$ cat config.mk
export PLATFORM = sky130hd
export DESIGN_NAME = seq_window_fragment_tracker
export DESIGN_NICKNAME = d
export VERILOG_FILES = /design/src/design/swft_pkg.sv /design/src/design/swft_ctrl.sv /design/src/design/swft_dp.sv /design/src/design/seq_window_fragment_tracker.sv
export SDC_FILE = /design/constraint.sdc
export NUM_CORES = 1
export LEC_CHECK = 0
export BUFFER_PORTS_ARGS = -buffer_cell sky130_fd_sc_hd__buf_2
export CAP_MARGIN = 5
export CELL_PAD_IN_SITES_DETAIL_PLACEMENT = 0
export CELL_PAD_IN_SITES_GLOBAL_PLACEMENT = 1
export CORE_UTILIZATION = 45
export CTS_BUF_LIST = sky130_fd_sc_hd__clkbuf_8
export DETAILED_ROUTE_END_ITERATION = 8
export PLACE_DENSITY = 0.85
export SLEW_MARGIN = 5
export SYNTH_ARGS = -nofsm -noshare
export SYNTH_HDL_FRONTEND = slang
export SYNTH_SLANG_ARGS = --single-unit
$ cat constraint.sdc
create_clock -name clk -period 6.5 [get_ports clk]
set_input_delay 0.65 -clock clk [delete_from_list [all_inputs] [get_ports clk]]
set_output_delay 0.65 -clock clk [all_outputs]
set_load 0.02 [all_outputs]
$ cat src/design/swft_pkg.sv
// ----------------------------------------------------------------------------
// swft_pkg
// Shared types and constants of the sequence window and fragment tracker.
// ----------------------------------------------------------------------------
`default_nettype none

package swft_pkg;

	localparam int SEQ_W  = 16;
	localparam int AGE_W  = 8;
	localparam int FIDX_W = 8;

	typedef enum logic [1:0] {
		ST_REJECTED = 2'd0,
		ST_IGNORED  = 2'd1,
		ST_ACCEPTED = 2'd2
	} status_t;

	typedef enum logic [2:0] {
		S_IDLE,
		S_EVAL,
		S_CHAIN,
		S_REL,
		S_OUT
	} fsm_t;

	typedef struct packed {
		logic capture;
		logic eval;
		logic chain_step;
		logic rel_step;
	} cmd_t;

	typedef struct packed {
		logic need_walk;
		logic chain_end;
		logic chain_ok;
		logic rel_end;
	} stat_t;

endpackage

`default_nettype wire

$ cat src/design/swft_ctrl.sv
// ----------------------------------------------------------------------------
// swft_ctrl
// Sequencer: capture, evaluate, chain check walk, release walk, result.
// ----------------------------------------------------------------------------
`default_nettype none

module swft_ctrl (
	input  wire logic           clk,
	input  wire logic           arst_n,
	input  wire logic           in_valid,
	output logic                in_ready,
	output logic                out_valid,
	input  wire logic           out_ready,
	input  wire swft_pkg::stat_t st,
	output swft_pkg::cmd_t      cmd
);
	import swft_pkg::*;

	fsm_t state_q, state_d;

	always_ff @(posedge clk or negedge arst_n) begin
		if (!arst_n) begin
			state_q <= S_IDLE;
		end else begin
			state_q <= state_d;
		end
	end

	always_comb begin
		state_d = state_q;
		unique case (state_q)
			S_IDLE:  if (in_valid) state_d = S_EVAL;
			S_EVAL:  state_d = st.need_walk ? S_CHAIN : S_OUT;
			S_CHAIN: if (st.chain_end) state_d = st.chain_ok ? S_REL : S_OUT;
			S_REL:   if (st.rel_end) state_d = S_OUT;
			S_OUT:   if (out_ready) state_d = S_IDLE;
			default: state_d = S_IDLE;
		endcase
	end

	always_comb begin
		in_ready  = 1'b0;
		out_valid = 1'b0;
		cmd       = '0;
		unique case (state_q)
			S_IDLE: begin
				in_ready    = 1'b1;
				cmd.capture = in_valid;
			end
			S_EVAL:  cmd.eval = 1'b1;
			S_CHAIN: cmd.chain_step = 1'b1;
			S_REL:   cmd.rel_step = 1'b1;
			S_OUT:   out_valid = 1'b1;
			default: ;
		endcase
	end

endmodule

`default_nettype wire

$ cat src/design/swft_dp.sv
// ----------------------------------------------------------------------------
// swft_dp
// Window bitmap, newest number, reassembly slots, latched flags and result.
// ----------------------------------------------------------------------------
`default_nettype none

module swft_dp #(
	parameter int HISTORY_BITS = 64,
	parameter int FRAG_SLOTS   = 8
) (
	input  wire logic                      clk,
	input  wire logic                      arst_n,
	input  wire swft_pkg::cmd_t            cmd,
	output swft_pkg::stat_t                st,
	input  wire logic                      command,
	input  wire logic                      header_valid,
	input  wire logic [swft_pkg::SEQ_W-1:0]  seq_num,
	input  wire logic                      is_retransmission,
	input  wire logic                      is_finished,
	input  wire logic                      is_continued,
	input  wire logic [swft_pkg::FIDX_W-1:0] frag_pos,
	output logic [1:0]                     status,
	output logic                           packet_ready,
	output logic [3:0]                     released_fragments,
	output logic [5:0]                     age_behind,
	output logic                           out_of_order,
	output logic                           flag_retransmission,
	output logic                           flag_finished,
	output logic                           flag_continued
);
	import swft_pkg::*;

	localparam int HB_W  = $clog2(HISTORY_BITS);
	localparam int IDX_W = (FRAG_SLOTS > 1) ? $clog2(FRAG_SLOTS) : 1;
	localparam int CNT_W = $clog2(FRAG_SLOTS + 1);

	// Captured request.
	logic              cmd_q, hv_q, retr_q, fin_q, cont_q;
	logic [SEQ_W-1:0]  seq_q;
	logic [FIDX_W-1:0] fidx_q;

	logic [HISTORY_BITS-1:0] bitmap_q;
	logic [SEQ_W-1:0]        newest_q;
	logic [AGE_W-1:0]        age_q   [FRAG_SLOTS];
	logic [FRAG_SLOTS-1:0]   valid_q;
	logic [FRAG_SLOTS-1:0]   scont_q;
	logic                    ready_q;
	logic                    f_retr_q, f_fin_q, f_cont_q, f_ooo_q;

	status_t          status_q;
	logic [5:0]       pkt_age_q;
	logic [CNT_W-1:0] rel_cnt_q;

	// Walk registers.
	logic [IDX_W-1:0] walk_q;
	logic             ok_q;
	logic             prev_valid_q;
	logic [AGE_W-1:0] prev_age_q;

	// Window evaluation.
	logic [SEQ_W-1:0]      diff, mag, new_newest;
	logic                  first, neg, newer, ignored, fin_rej, frag, frag_rej, stale;
	logic [5:0]            age_v;
	logic [HISTORY_BITS-1:0] bm_next;
	logic [IDX_W-1:0]      fi;
	logic [AGE_W:0]        aged      [FRAG_SLOTS];
	logic [FRAG_SLOTS-1:0] aged_valid;

	always_comb begin
		first      = (bitmap_q == '0);
		diff       = seq_q - newest_q;
		neg        = diff[SEQ_W-1];
		mag        = neg ? (~diff + 1'b1) : diff;
		newer      = !first && !neg && (diff != '0);
		ignored    = !first && ((mag >= SEQ_W'(HISTORY_BITS)) || (neg && retr_q) ||
			(!newer && bitmap_q[mag[HB_W-1:0]]));
		age_v      = (first || newer) ? 6'd0 : 6'(mag);
		new_newest = (first || newer) ? seq_q : newest_q;
		if (first) begin
			bm_next = HISTORY_BITS'(1);
		end else if (newer) begin
			bm_next = (bitmap_q << diff[HB_W-1:0]) | HISTORY_BITS'(1);
		end else begin
			bm_next = bitmap_q | (HISTORY_BITS'(1) << mag[HB_W-1:0]);
		end
		for (int k = 0; k < FRAG_SLOTS; k++) begin
			aged[k]       = newer ? ({1'b0, age_q[k]} + (AGE_W+1)'(diff[HB_W-1:0]))
				: {1'b0, age_q[k]};
			aged_valid[k] = valid_q[k] && (aged[k] <= (AGE_W+1)'(HISTORY_BITS));
		end
		fin_rej  = fin_q && (new_newest != seq_q);
		frag     = (fidx_q != '0) || cont_q;
		frag_rej = fidx_q >= FIDX_W'(FRAG_SLOTS);
		fi       = fidx_q[IDX_W-1:0];
		stale    = aged_valid[fi] && ((AGE_W+1)'(age_v) > aged[fi]);
	end

	// Walk status.
	logic             last_idx;
	logic             chain_ok_n;
	logic             rel_hit;
	logic [AGE_W:0]   cur_inc;

	always_comb begin
		last_idx   = (walk_q == IDX_W'(FRAG_SLOTS - 1));
		cur_inc    = {1'b0, age_q[walk_q]} + 1'b1;
		chain_ok_n = ok_q && valid_q[walk_q] && ((walk_q == '0) ||
			(prev_valid_q && (cur_inc == {1'b0, prev_age_q})));
		rel_hit    = valid_q[walk_q] && ((walk_q == '0) || (cur_inc == {1'b0, prev_age_q}));
		st.need_walk = !cmd_q && hv_q && !ignored && !fin_rej && frag && !frag_rej && !stale;
		st.chain_end = !scont_q[walk_q] || last_idx;
		st.chain_ok  = chain_ok_n;
		st.rel_end   = !rel_hit || last_idx;
	end

	always_ff @(posedge clk) begin
		if (cmd.capture) begin
			cmd_q  <= command;
			hv_q   <= header_valid;
			seq_q  <= seq_num;
			retr_q <= is_retransmission;
			fin_q  <= is_finished;
			cont_q <= is_continued;
			fidx_q <= frag_pos;
		end
	end

	always_ff @(posedge clk or negedge arst_n) begin
		if (!arst_n) begin
			bitmap_q     <= '0;
			newest_q     <= '0;
			for (int k = 0; k < FRAG_SLOTS; k++) begin
				age_q[k] <= '0;
			end
			valid_q      <= '0;
			scont_q      <= '0;
			ready_q      <= 1'b0;
			f_retr_q     <= 1'b0;
			f_fin_q      <= 1'b0;
			f_cont_q     <= 1'b0;
			f_ooo_q      <= 1'b0;
			walk_q       <= '0;
			ok_q         <= 1'b0;
			prev_valid_q <= 1'b0;
			prev_age_q   <= '0;
			status_q     <= ST_REJECTED;
			pkt_age_q    <= '0;
			rel_cnt_q    <= '0;
		end else if (cmd.eval) begin
			status_q     <= ST_REJECTED;
			pkt_age_q    <= '0;
			rel_cnt_q    <= '0;
			walk_q       <= '0;
			ok_q         <= 1'b1;
			prev_valid_q <= 1'b0;
			if (cmd_q) begin
				ready_q <= 1'b0;
			end else if (hv_q) begin
				if (ignored) begin
					status_q <= ST_IGNORED;
				end else begin
					bitmap_q <= bm_next;
					newest_q <= new_newest;
					if (newer) begin
						for (int k = 0; k < FRAG_SLOTS; k++) begin
							age_q[k] <= aged[k][AGE_W-1:0];
						end
						valid_q <= aged_valid;
					end
					if (!fin_rej) begin
						ready_q <= 1'b1;
						// An out of range fragment index is rejected with flags kept.
						if (!(frag && frag_rej)) begin
							status_q  <= ST_ACCEPTED;
							pkt_age_q <= age_v;
							f_retr_q  <= retr_q;
							f_fin_q   <= fin_q;
							f_cont_q  <= cont_q;
							f_ooo_q   <= new_newest > seq_q;
							if (frag) begin
								if (stale) begin
									ready_q <= 1'b0;
								end else begin
									age_q[fi]   <= AGE_W'(age_v);
									valid_q[fi] <= 1'b1;
									scont_q[fi] <= cont_q;
								end
							end
						end
					end
				end
			end
		end else if (cmd.chain_step) begin
			ok_q         <= chain_ok_n;
			prev_valid_q <= valid_q[walk_q];
			prev_age_q   <= age_q[walk_q];
			walk_q       <= walk_q + 1'b1;
			if (st.chain_end) begin
				walk_q <= '0;
				if (!chain_ok_n) ready_q <= 1'b0;
			end
		end else if (cmd.rel_step) begin
			walk_q <= walk_q + 1'b1;
			if (rel_hit) begin
				valid_q[walk_q] <= 1'b0;
				prev_age_q      <= age_q[walk_q];
				rel_cnt_q       <= rel_cnt_q + 1'b1;
			end
		end
	end

	assign status              = status_q;
	assign packet_ready        = ready_q;
	assign released_fragments  = 4'(rel_cnt_q);
	assign age_behind          = pkt_age_q;
	assign out_of_order        = f_ooo_q;
	assign flag_retransmission = f_retr_q;
	assign flag_finished       = f_fin_q;
	assign flag_continued      = f_cont_q;

endmodule

`default_nettype wire

$ cat src/design/seq_window_fragment_tracker.sv
// ----------------------------------------------------------------------------
// seq_window_fragment_tracker
// Receive-side replay window and fragment reassembly tracker.
// ----------------------------------------------------------------------------
// One request is handled at a time. It is taken in an idle cycle and evaluated in
// the next cycle. For a take command, a rejected or ignored header, or a packet
// that is not a fragment, its result is shown from the cycle after that. A stored
// fragment adds a chain check walk and, if the chain is complete, a release walk
// over the reassembly slots, each one slot per cycle. The result is held until it
// is taken, and the next request is accepted in the cycle after that.
`default_nettype none

module seq_window_fragment_tracker #(
	parameter int HISTORY_BITS = 64,
	parameter int FRAG_SLOTS   = 8
) (
	input  wire logic        clk,
	input  wire logic        arst_n,
	input  wire logic        in_valid,
	output logic             in_ready,
	input  wire logic        command,
	input  wire logic        header_valid,
	input  wire logic [15:0] seq_num,
	input  wire logic        is_retransmission,
	input  wire logic        is_finished,
	input  wire logic        is_continued,
	input  wire logic [7:0]  frag_pos,
	output logic             out_valid,
	input  wire logic        out_ready,
	output logic [1:0]       status,
	output logic             packet_ready,
	output logic [3:0]       released_fragments,
	output logic [5:0]       age_behind,
	output logic             out_of_order,
	output logic             flag_retransmission,
	output logic             flag_finished,
	output logic             flag_continued
);
	import swft_pkg::*;

	cmd_t  cmd;
	stat_t st;

	swft_ctrl u_ctrl (
		.clk       (clk),
		.arst_n    (arst_n),
		.in_valid  (in_valid),
		.in_ready  (in_ready),
		.out_valid (out_valid),
		.out_ready (out_ready),
		.st        (st),
		.cmd       (cmd)
	);

	swft_dp #(
		.HISTORY_BITS (HISTORY_BITS),
		.FRAG_SLOTS   (FRAG_SLOTS)
	) u_dp (
		.clk                 (clk),
		.arst_n              (arst_n),
		.cmd                 (cmd),
		.st                  (st),
		.command             (command),
		.header_valid        (header_valid),
		.seq_num             (seq_num),
		.is_retransmission   (is_retransmission),
		.is_finished         (is_finished),
		.is_continued        (is_continued),
		.frag_pos            (frag_pos),
		.status              (status),
		.packet_ready        (packet_ready),
		.released_fragments  (released_fragments),
		.age_behind          (age_behind),
		.out_of_order        (out_of_order),
		.flag_retransmission (flag_retransmission),
		.flag_finished       (flag_finished),
		.flag_continued      (flag_continued)
	);

endmodule

`default_nettype wire

==> qor.yml <==
grt:
  grt_pass1_vias: 22300
  grt_max_degree: 146
  grt_pass1_wl_um: 140000
  grt_use_total_pct: 38.4
  antenna_found_initial: 0
  grt_overflow: 0
yosys:
  synth_top_cell_by_area: "dfrtp_1"
  synthCells: 2751
  synth_seq_cells: 222
  synth_fp_nets: 2885
  yosysSeqAreaShare_pct: 26.5
  syn_avg_cell_area_um2: 7.82
  synth_area_leaders: "dfrtp_1 (22%), o21ai_0 (7.2%), a21oi_1 (6.8%)"
  synth_cell_type_count: 97
  yosysTopAreaCellShare_pct: 22.5
  netlist_area_um2: 21500
  async_reset_ff_share_pct: 86.9
  synth_ff_type: "dfrtp_1"
  ys_warn_count: 0
  synth_edf_count: 29
worst_setup_path:
  cp-start-kind: "register"
  crit_arrival_ps: 6960
  rrSetupSlack_ps: 80
  cp-end-kind: "register"
  critPathKind: "register to register"
  r2r-end: "u_dp.age_q[17]"
  worst-endpoint-required_ps: 7040
  path_max_fanout: 6
  worstSetupStartpoint: "u_dp.seq_q[0]"
  critPathCapture: "u_dp.age_q[17]"
  rr_startpoint: "u_dp.seq_q[0]"
  r2r_cells: 27
timing:
  rsz0062_at_grt: "yes"
  finalSetupViolations: 0
  relSlewSlack_pct: 33.8
  setup_ws_ps: 82.3
  fin_skew_ps: 62.8
  worstMarginPinSlew_ps: 993
  report.final.slew_viol_count: 0
  max_freq_mhz: 156
  hold_slack_ps: 185
  period_share_pct: 98.7
  min_period_ps: 6420
  setup_tns_ps: 0
  hold_violations: 0
floorplanning:
  chipHeight_um: 221
  initial_utilization_pct: 45.9
  die_w_um: 221
  fp-row-count: 79
  fp.dieArea_um2: 48700
  coreArea_um2: 46900
  pin_count: 52
clock_tree:
  cts_num_sinks: 222
  htree_levels: 2
  clk_latency_ps: 680
  clk_pin_slew_ps: 60
  cts_root_buf: "clkbuf_8"
  cts_tree: "done"
  clockBufferDepth: 3
  cts_inserted_buffers: 44
placed_design:
  place_ws_ps: -372
  gp_congestion: 1.02
  io_buffers: 51
  dp_hpwl_um: 68400
final_layout:
  fillers: 4423
  final_layout_size_suffix_gt1_share_pct: 17.4
  area_growth_pct: 15.6
  fin_nets: 2982
  layout_common_cells: "nand2_1 (305), o21ai_0 (299), a21oi_1 (279)"
  layout_commonest_cell: "nand2_1"
  diodes: 0
drt:
  first_iter_violations: 2830
  finalWirelength_um: 93800
  post-route-drc-count: 0
  wl_per_cell_um: 26.9
  ant_nets: 0
  first_pass_iters: 6
  vias: 23600
  via_per_inst: 6.76
outcome:
  status: "complete, no violations"
run:
  cap_violations: 0
hold_path:
  holdCritPathClass: "primary input to register"
## Yosys cell counts (16+ instances only)
cell type	count
nand2_1	308
o21ai_0	308
a21oi_1	291
nor2_1	215
dfrtp_1	193
clkbuf_1	118
mux2i_1	115
inv_1	112
ha_1	92
mux2_2	62
o22ai_1	56
a211oi_1	44
nand3_1	44
nor3_1	43
o22a_1	43
a22oi_1	41
nor4_1	35
nand2b_1	34
buf_1	33
buf_2	30
edfxtp_1	29
nor2b_1	29
xnor2_1	29
a21o_1	28
xor2_1	26
o211ai_1	25
o21a_1	25
nand4_1	23
a31oi_1	22
mux4_2	21
a22o_1	19
and3_1	18
o31ai_1	16
## cell families (layout without fill, tap and decap cells)
logic type               Yosys count  after routing  synth area share, %
flip-flops                       222            222                 26.5
XOR/XNOR                          55             55                 2.24
adder cells (fa/ha/maj)          101            101                 6.19
buffers and inverters            300            428                 5.48
AND/OR/NAND/NOR                  818            818                 17.7
AO/OA/AOI/OAI                   1052           1052                 30.8
multiplexers                     203            203                 11.1
## per-stage QoR
stage | instances | util (%) | area (µm²)
detailed placement | 3385 | 49.6 | 23200
CTS | 3475 | 52.0 | 24400
global route | 3486 | 53.0 | 24800
global placement | 3385 | 49.6 | 23200
finish | 3486 | 53.0 | 24800
floorplan | 2751 | - | 21500
## final cells by class
cell class	instances	area (µm²)	share of cell area, %
Tap cell	607	759	3.06
Clock inverter	24	146	0.589
Multi-Input combinational cell	2229	15200	61.0
Clock buffer	53	729	2.94
Timing Repair Buffer	235	1920	7.71
Inverter	116	439	1.77
Sequential cell	222	5700	22.9
## registers in the layout, summed over array words and instances, names as in the netlist, 2 cells and up
signal and flops:
u_dp.age_q 64, u_dp.bitmap_q 64, u_dp.newest_q 16, u_dp.seq_q 16, u_dp.fidx_q 8, u_dp.prev_age_q 8
u_dp.scont_q 8, u_dp.valid_q 8, u_dp.age_behind 6, u_dp.released_fragments 4, u_ctrl.state_q 3, u_dp.walk_q 3
u_dp.status 2
## critical path, cell delays in order (launching register included)
cell and delay [ps]:
edfxtp_1 370, inv_2 60, ha_4 150, fa_4 800, clkinvlp_4 250, ha_1 350
a21o_1 180, a21oi_1 240, o21ai_0 150, a211oi_1 300, nor2_1 120, mux2i_1 220
buf_4 160, o22ai_1 80, nor4_2 300, ha_1 300, nand4_1 130, o22ai_2 90
a2111oi_2 370, o211ai_1 220, and4bb_2 380, o2111ai_4 140, buf_6 210, buf_6 140
a31oi_4 190, buf_6 150, a22oi_1 70, o22a_1 190
## metal layers
layer	track usage, %	wire length [µm]
met1	48.9	37200
met5	0	0
met3	7.01	8310
met4	22.6	6650
met2	60.5	41700
## how the worst min path moves through the flow
stage | from | depth (start not counted) | slack (ps) | end
6_report | frag_pos[1] | 1 | 190 | u_dp.fidx_q[1]
5_1_grt | frag_pos[1] | 1 | 150 | u_dp.fidx_q[1]
4_1_cts | frag_pos[1] | 1 | 150 | u_dp.fidx_q[1]
2_1_floorplan | arst_n | 0 | 350 | u_ctrl.state_q[0]
3_5_place_dp | u_dp.age_behind[3] | 2 | 470 | u_dp.age_behind[3]
3_3_place_gp | u_dp.status[1] | 2 | 460 | u_dp.status[1]
## timing repair
item | CTS | global route
pin swaps | 19 | 56
hold buffers | 1 | 0
endpoints found under the setup margin | 80 | 80
buffers inserted | 10 | 13
cloned | 2 | 0
resized for setup | 36 | 96
endpoints found under the hold margin | 48 | 0
Power is left out: the tool's default activity adds up to more than one toggle a clock period on the data nets, which glitch-free logic cannot reach.
